**src/rtl/core/rv32_pkg.sv**
```systemverilog
`timescale 1ns / 1ps
package rv32_pkg;

  typedef enum logic [1:0] {
    ACT_EXEC = 2'd0,
    ACT_LOAD = 2'd1,
    ACT_READ = 2'd2,
    ACT_NONE = 2'd3
  } action_t;

  localparam logic [6:0] F7_BASE = 7'h00;
  localparam logic [6:0] F7_ALT  = 7'h20;
  localparam logic [6:0] F7_MULD = 7'h01;

  localparam logic [2:0] F3_ADD  = 3'd0;
  localparam logic [2:0] F3_SLL  = 3'd1;
  localparam logic [2:0] F3_SLT  = 3'd2;
  localparam logic [2:0] F3_SLTU = 3'd3;
  localparam logic [2:0] F3_XOR  = 3'd4;
  localparam logic [2:0] F3_SRL  = 3'd5;
  localparam logic [2:0] F3_OR   = 3'd6;
  localparam logic [2:0] F3_AND  = 3'd7;

  // Operation class chosen by the front end.
  typedef enum logic [2:0] {
    OPC_ALU  = 3'd0,
    OPC_MUL  = 3'd1,
    OPC_DIV  = 3'd2,
    OPC_LOAD = 3'd3,
    OPC_READ = 3'd4,
    OPC_ILL  = 3'd5,
    OPC_NOP  = 3'd6
  } opclass_t;

  typedef struct packed {
    logic [1:0]  action;
    logic [2:0]  funct3;
    logic [6:0]  funct7;
    logic [4:0]  src1_index;
    logic [4:0]  src2_index;
    logic [4:0]  dest_index;
    logic [31:0] load_value;
  } in_req_t;

  typedef struct packed {
    logic [31:0] value;
    logic [4:0]  written_index;
    logic        wrote;
    logic        illegal;
    logic [31:0] next_pc;
  } out_res_t;

  // Classified request handed from front to back.
  typedef struct packed {
    opclass_t    opc;
    logic [2:0]  funct3;
    logic        alt;
    logic [4:0]  src1_index;
    logic [4:0]  src2_index;
    logic [4:0]  dest_index;
    logic [31:0] load_value;
  } cmd_t;

endpackage

```
**src/rtl/core/rv32_front.sv**
```systemverilog
`timescale 1ns / 1ps
module rv32_front (
  input  logic             rst_n,
  input  logic             in_valid,
  input  rv32_pkg::in_req_t in_req,
  input  logic             q_full,
  output logic             q_push,
  output rv32_pkg::cmd_t   q_cmd
);

  // Decode the request into an operation class.
  always_comb begin
    q_cmd            = '0;
    q_cmd.funct3     = in_req.funct3;
    q_cmd.alt        = (in_req.funct7 == rv32_pkg::F7_ALT);
    q_cmd.src1_index = in_req.src1_index;
    q_cmd.src2_index = in_req.src2_index;
    q_cmd.dest_index = in_req.dest_index;
    q_cmd.load_value = in_req.load_value;
    case (in_req.action)
      rv32_pkg::ACT_EXEC: begin
        if (in_req.funct7 == rv32_pkg::F7_BASE) begin
          q_cmd.opc = rv32_pkg::OPC_ALU;
        end else if (in_req.funct7 == rv32_pkg::F7_ALT) begin
          q_cmd.opc = (in_req.funct3 == rv32_pkg::F3_ADD || in_req.funct3 == rv32_pkg::F3_SRL)
                      ? rv32_pkg::OPC_ALU : rv32_pkg::OPC_ILL;
        end else if (in_req.funct7 == rv32_pkg::F7_MULD) begin
          q_cmd.opc = in_req.funct3[2] ? rv32_pkg::OPC_DIV : rv32_pkg::OPC_MUL;
        end else begin
          q_cmd.opc = rv32_pkg::OPC_ILL;
        end
      end
      rv32_pkg::ACT_LOAD: q_cmd.opc = rv32_pkg::OPC_LOAD;
      rv32_pkg::ACT_READ: q_cmd.opc = rv32_pkg::OPC_READ;
      default:            q_cmd.opc = rv32_pkg::OPC_NOP;
    endcase
  end

  assign q_push = in_valid && !q_full && rst_n;

endmodule

```
**config.mk**
```make
export PLATFORM = sky130hd
export DESIGN_NAME = rv32_front
export DESIGN_NICKNAME = d
export VERILOG_FILES = /design/src/rtl/core/rv32_pkg.sv /design/src/rtl/core/rv32_front.sv
export SDC_FILE = /design/constraint.sdc
export NUM_CORES = 1
export LEC_CHECK = 0
export BUFFER_PORTS_ARGS = -buffer_cell sky130_fd_sc_hd__buf_2
export CORE_MARGIN = 2
export CORE_UTILIZATION = 21
export DETAILED_ROUTE_END_ITERATION = 16
export PLACE_DENSITY = 0.75
export RECOVER_POWER = 25
export SETUP_SLACK_MARGIN = 0.05
export SYNTH_ARGS = -nofsm -noshare
export SYNTH_HDL_FRONTEND = slang
export SYNTH_SLANG_ARGS = --single-unit
```
**constraint.sdc**
```tcl
create_clock -name vclk -period 1
set_input_delay 0.1 -clock vclk [all_inputs]
set_output_delay 0.1 -clock vclk [all_outputs]
set_load 0.02 [all_outputs]
```
==> run metrics <==
status=finished with violations; failing checks=setup timing; Reg area=0 sq um; CORE AREA=0.002233 sq mm; Crit. End Element=output pin; Tmin final=1.273 ns; most frequent cells after synthesis=buf_4 (50), nor2_1 (3), inv_1 (2), nor3_1 (2); multi-input logic area=141.4 sq um; global-route wire length before repair=1.207 mm; Max-slew headroom=0.8023; clock buffers=0; hold path startpoint=in_req[0]; Max-Cap Viols=0; fill cell count=256; Peak VDD IR=0.0001294 V; Leakage=0.0001686 uW; pin count of the biggest net entering global routing=5; Die X=52.76 um; nets@finish=111; total routed wirelength=762 um; WHS=0.2000 ns; total number of vias=296; GP Congestion=0.7142; diodes inserted=0; critical path data required time=0.90 ns; port bufs=23; Critical path buffers and inverters=2; grt ovf=0; worst-margin pin slew=0.2928 ns; I/O Pins=117; PwrDens=363.0 mW/mm^2; WHS Path Cells=0; Worst Setup Start Kind=primary input; Yosys warnings=0; per-cell routed wire length=10.16 um; critical path arrival=1.17 ns; cell class contributing the biggest share of worst-path delay=simple AND/OR/NAND/NOR gates; Initial Utilization=0.2235; final number of max-transition violations=0; Die Ht=52.76 um; vias in the first global route=305; worst-path maximum fanout=4; fmax=785.2 MHz; DP Worst Slack=-0.2860 ns; CP Launch Point=in_req[53]; area growth from synthesis to layout=-31.08%; Post-Syn Area per Cell=7.132 sq um; Post-DP HPWL=645.6 um; drt first pass iters=1; CP Cell Sequence=buf_6 > or4_4 > nor4_4 > buf_4; share of layout cells above drive strength 1=0.6809; slowest library cell on the worst path=or4_4; setup bufs post-CTS=0; die area=0.002783 sq mm; worst stage delay on the critical path=0.58 ns; Synth area leaders=buf_4 (75%), nor2_1 (2.3%), or4_4 (2.3%); fraction of the yosys area taken by sequential cells=0; Vias/cell=3.947; DR iter-0 viols=0; Tot GR Track Use=0.05294; largest area contributor in the netlist=buf_4; Final ANT Viol Nets=0; Core Rows=17; # DRC=0; instance area at placement=319.1 sq um; syn nets=132; endpoints failing setup=4; synthesized instance count=70; fin util=0.1541; Cell Area, Synth=499.2 sq um; post-route cell area=344.1 sq um; top-count cell post-synth=buf_4; top-area cell type share of the netlist area=0.7519; Tightest Hold Check Type=in -> out; Fin. Hold Viols=0; critical path type=in -> out; initial antenna violation count=0; RSZ-0062 raised after global routing=true; Crit path depth=4; Distinct cells, synth=17; fin worst setup slack=-0.2735 ns; final period utilization=1.273; FFs & Latches=0
## layout make-up
| cell class | count | share of cell area |
|---|---|---|
| inverters | 2 | 0.02182 |
| multi-input cells | 18 | 0.4109 |
| well taps | 28 | 0.1018 |
| repair buffers | 27 | 0.4655 |
## metrics by stage
step           power (uW)  instances  TNS (ns)
2_1_floorplan       329.9         70   -0.3309
3_3_place_gp        117.8         75    -1.034
3_5_place_dp        118.6         75    -1.036
4_1_cts             126.6         75   -0.9219
5_1_grt             137.8         75    -1.167
6_report            124.9         75    -1.000
## cells in the final DEF, fill, tap and decap left out
cell / count
a31oi_1: 1
nor3_2: 2
o31a_1: 1
nor2b_1: 1
nand2b_1: 1
buf_4: 5
a41o_1: 1
nand2_1: 1
nor4_4: 1
a21oi_1: 1
inv_1: 2
o311ai_0: 1
or4_4: 1
buf_6: 2
nor2_1: 3
o31ai_1: 1
buf_2: 20
nor2_2: 1
xor2_1: 1
## report_power, final
part / internal (uW) / total, uW / switching [uW]
logic: 60.9 / 125 / 64.0
clock network: 0 / 0 / 0
registers: 0 / 0 / 0
## logic make-up after synthesis
logic type,count (synthesis),synth area share
buffers and inverters,52,0.7669
AND/OR/NAND/NOR,11,0.1228
AO/OA/AOI/OAI,6,0.09274
XOR/XNOR,1,0.01755
## path summary, 6_finish.rpt
| kind | end |
|---|---|
| worst max-delay path | q_cmd[47] |
| worst min-delay path | q_cmd[0] |
## routing by layer
metal  global-route usage  up-vias  share of wire  wire length [um]
met4              0.04274        0          0.042                32
met1              0.04545      122           0.25               192
li1                     -      131              -                 -
met3              0.04000       10           0.20               150
met2              0.08125       33           0.51               387
met5                    0        -              0                 0
## repair_timing
action,CTS,global route
hold buffers,0,0
setup endpoints to repair,4,4
gates resized for setup,6,0
cloned,0,0
pin swaps,1,1
(Power assumes the default switching activity.)
