===== src/rtl/core/rv32_pkg.sv =====
`timescale 1ns / 1ps
package rv32_pkg;

  typedef enum logic [1:0] {
    ACT_EXEC = 2'd0,
    ACT_LOAD = 2'd1,
    ACT_READ = 2'd2,
    ACT_NONE = 2'd3
  } action_t;

  localparam logic [6:0] F7_BASE = 7'h00;
  localparam logic [6:0] F7_ALT  = 7'h20;
  localparam logic [6:0] F7_MULD = 7'h01;

  localparam logic [2:0] F3_ADD  = 3'd0;
  localparam logic [2:0] F3_SLL  = 3'd1;
  localparam logic [2:0] F3_SLT  = 3'd2;
  localparam logic [2:0] F3_SLTU = 3'd3;
  localparam logic [2:0] F3_XOR  = 3'd4;
  localparam logic [2:0] F3_SRL  = 3'd5;
  localparam logic [2:0] F3_OR   = 3'd6;
  localparam logic [2:0] F3_AND  = 3'd7;

  // Operation class chosen by the front end.
  typedef enum logic [2:0] {
    OPC_ALU  = 3'd0,
    OPC_MUL  = 3'd1,
    OPC_DIV  = 3'd2,
    OPC_LOAD = 3'd3,
    OPC_READ = 3'd4,
    OPC_ILL  = 3'd5,
    OPC_NOP  = 3'd6
  } opclass_t;

  typedef struct packed {
    logic [1:0]  action;
    logic [2:0]  funct3;
    logic [6:0]  funct7;
    logic [4:0]  src1_index;
    logic [4:0]  src2_index;
    logic [4:0]  dest_index;
    logic [31:0] load_value;
  } in_req_t;

  typedef struct packed {
    logic [31:0] value;
    logic [4:0]  written_index;
    logic        wrote;
    logic        illegal;
    logic [31:0] next_pc;
  } out_res_t;

  // Classified request handed from front to back.
  typedef struct packed {
    opclass_t    opc;
    logic [2:0]  funct3;
    logic        alt;
    logic [4:0]  src1_index;
    logic [4:0]  src2_index;
    logic [4:0]  dest_index;
    logic [31:0] load_value;
  } cmd_t;

endpackage


===== src/rtl/core/rv32_queue.sv =====
`timescale 1ns / 1ps
module rv32_queue (
  input  logic           clk,
  input  logic           rst_n,
  input  logic           push,
  input  rv32_pkg::cmd_t push_cmd,
  input  logic           pop,
  output logic           full,
  output logic           not_empty,
  output rv32_pkg::cmd_t head
);

  // Two-entry queue between decode and execution.
  rv32_pkg::cmd_t mem_r [2];
  logic       wp_r, rp_r;
  logic [1:0] cnt_r;

  assign full      = (cnt_r == 2'd2);
  assign not_empty = (cnt_r != 2'd0);
  assign head      = mem_r[rp_r];

  always_ff @(posedge clk) begin
    if (push) begin
      mem_r[wp_r] <= push_cmd;
    end
  end

  always_ff @(posedge clk) begin
    if (!rst_n) begin
      wp_r  <= 1'b0;
      rp_r  <= 1'b0;
      cnt_r <= 2'd0;
    end else begin
      if (push) wp_r <= ~wp_r;
      if (pop)  rp_r <= ~rp_r;
      cnt_r <= cnt_r + {1'b0, push} - {1'b0, pop};
    end
  end

endmodule


===== config.mk =====
export PLATFORM = sky130hd
export DESIGN_NAME = rv32_queue
export DESIGN_NICKNAME = d
export VERILOG_FILES = /design/src/rtl/core/rv32_pkg.sv /design/src/rtl/core/rv32_queue.sv
export SDC_FILE = /design/constraint.sdc
export NUM_CORES = 1
export LEC_CHECK = 0
export BUFFER_PORTS_ARGS = -buffer_cell sky130_fd_sc_hd__clkbuf_2
export CORE_ASPECT_RATIO = 0.6
export CORE_MARGIN = 8
export CORE_UTILIZATION = 59
export CTS_BUF_LIST = sky130_fd_sc_hd__clkbuf_2 sky130_fd_sc_hd__clkbuf_4 sky130_fd_sc_hd__clkbuf_8
export CTS_CLUSTER_DIAMETER = 150
export DETAILED_ROUTE_END_ITERATION = 8
export PLACE_DENSITY = 0.95
export RECOVER_POWER = 50
export SYNTH_ARGS = -nofsm -noshare
export SYNTH_HDL_FRONTEND = slang
export SYNTH_SLANG_ARGS = --single-unit

===== constraint.sdc =====
create_clock -name clk -period 10.7 [get_ports clk]
set_input_delay 2.14 -clock clk [delete_from_list [all_inputs] [get_ports clk]]
set_output_delay 2.14 -clock clk [all_outputs]
set_load 0.005 [all_outputs]

==> results_dict.tcl <==
set metrics [dict create \
    ys_seq_area_share_pct 76.4 \
    cap_violations 2 \
    post-cts-setup-buffer-count 0 \
    cts.sinks 113 \
    leakage_nw 2.02 \
    synth_cell_types 14 \
    setup.worst_path.class "input pin to register" \
    firstDrtPassIters 4 \
    drc 0 \
    syn_inst 189 \
    crit_required_ps 10760 \
    setup-tns-final_ps 0 \
    fill_cells 464 \
    final_util_pct 72.2 \
    synth_nets 249 \
    drive_above_1_share_pct 45.6 \
    multiInputGateArea_sq_um 916 \
    critPathCaptureType "register" \
    antenna_found_initial 0 \
    violations "max-capacitance violations, max-slew violations" \
    grt_pass1_vias 2371 \
    routed_wirelength_mm 7.68 \
    dieArea_sq_mm 0.0105 \
    fin_area_sq_mm 0.00522 \
    grt_max_degree 55 \
    ys_seq_elements 113 \
    die-height_microns 82.7 \
    clkTransAtPathRegs_ps 60 \
    antenna_cells 0 \
    status "finished with violations" \
    fin_crit_ps 4640 \
    yosys_warnings 0 \
    synth_xor_area_share_pct 0.714 \
    layout.nets 377 \
    fp.dieW_microns 127 \
    synth_top_area_cell "edfxtp_1" \
    synth_area_leaders "edfxtp_1 74%, mux2_4 17%, buf_12 2.3%" \
    synthAdderAreaFrac_pct 0.572 \
    vias 2112 \
    powerDensity_mw_per_mm2 178 \
    routedWlPerCell_microns 17.7 \
    skew_ps 2.88 \
    slew_violations 52 \
    finalWeightedCongestion 0.693 \
    cts_tree "done" \
    placed_cell_area_sq_mm 0.00499 \
    portBuffers 113 \
    insertion_delay_ps 400 \
    regArea_sq_mm 0.00335 \
    fmax_mhz 216 \
    worstPathMaxFanout 28 \
    grt_remaining_overflow 0 \
    setup_viol 0 \
    drt.antenna.violating_nets 0 \
    core_region_area_sq_mm 0.00724 \
    start_util_pct 60.5 \
    grt_pass1_wl_mm 11.7 \
    hpwl_mm 5.24 \
    critPathArrivalTime_ps 4700 \
    min_path_type "register to register" \
    hold_viol 0 \
    finalCritPeriodShare_pct 43.3 \
    synth_top_family_by_area "multiplexers" \
    grt_util_all_layers_pct 15.2 \
    cts_hold_buffers 0 \
    cts_buffers 17 \
    viasPerCell 4.88 \
    core.rowCount 24 \
    synthMuxAreaShare_pct 18.2 \
    start_kind "input pin" \
    yosys.area_share.simple_pct 1.29 \
    synth.cell_area_sq_mm 0.00438 \
    syn_to_final_growth_pct 19.3 \
    ctsResizeCount 0 \
    postSynthAreaPerCell_sq_um 23.2 \
    synth_top_area_share_pct 74.1 \
    synth_compound_area_share_pct 0.171 \
    h-tree-depth 4 \
    tightest_slew_ps 2380 \
    root_buffer "clkbuf_8" \
    cts_buffer_depth 2 \
    rsz0062_at_grt "false" \
    drt_iter0_drc 108 \
    ir_worst_vdd_v 0.000124 \
    relSlewSlack_pct -58.8 \
    io_pins 114 \
]
[metrics by stage]
step / setup slack [ps] / std cells / hold WS (ps) / power, mW
CTS: 6570 / 433 / 585 / 0.942
floorplan: 5670 / 189 / 555 / 0.601
global route: 5740 / 433 / 614 / 0.968
detailed placement: 6870 / 402 / 563 / 0.641
global placement: 6920 / 402 / 556 / 0.637
finish: 6060 / 433 / 582 / 0.928
[power breakdown]
part           internal [mW]  total, mW  switching (mW)
Clock                  0.151      0.300           0.149
Sequential             0.512      0.529          0.0175
Combinational         0.0603     0.0979          0.0376
Total                  0.724      0.928           0.204
[area by class of cell]
class | instances | area share (%)
Tap cell | 104 | 2.49
Clock inverter | 13 | 1.03
Inverter | 2 | 0.144
Multi-Input combinational cell | 68 | 17.5
Timing Repair Buffer | 115 | 10.1
Sequential cell | 113 | 64.1
Clock buffer | 18 | 4.62
[registers in the layout, summed over array words and instances, names as in the netlist, named ones only]
signal,cells
cnt_r,2
mem_r,108
wp_r,1
rp_r,1
[synth_stat cells]
cell      instances
edfxtp_1        108
dfxtp_1           5
inv_1             2
nor2b_1           4
xnor3_1           1
and2_1            4
o21a_1            1
mux2_2            4
buf_6             1
mux2_4           50
buf_12            5
xor2_1            1
ha_1              2
or2_2             1
[layout by cell type (no fill, tap or decap)]
master / n
and2_0: 2
and2_1: 2
buf_4: 2
clkbuf_1: 43
clkbuf_2: 70
clkbuf_4: 1
clkbuf_8: 17
clkinv_1: 9
clkinv_2: 4
dfxtp_1: 4
dfxtp_4: 1
edfxtp_1: 108
ha_1: 2
inv_1: 2
mux2_2: 4
mux2_4: 50
nor2b_1: 4
o21a_1: 1
or2_2: 1
xnor3_1: 1
xor2_1: 1
[kinds of logic after synthesis]
family / count (synthesis)
muxes: 54
DFF: 113
xor gates and xnor gates: 2
AOI/OAI and AO/OA: 1
buffers and inverters: 8
and+or+nand+nor: 9
adders and majority gates: 2
[final timing paths]
| kind | start | endpoint | slack, ps | depth (start not counted) |
|---|---|---|---|---|
| min | rp_r | rp_r | 580 | 2 |
| max reg2reg | wp_r | mem_r[0][17] | 7650 | 2 |
| max | push | mem_r[0][17] | 6060 | 3 |
| min reg2reg | rp_r | rp_r | 580 | 2 |
[worst max-delay path, stage by stage]
cell      delay [ps]
clkbuf_1         150
nor2b_1         1780
buf_4            600
[layer usage]
layer	track usage, %	up-vias	wire length, microns
met5	0	-	0
met4	8.14	0	17
met3	8.08	2	743
met2	23.9	90	3640
met1	17.0	1024	3280
li1	-	996	-
(Power assumes the default switching activity.)
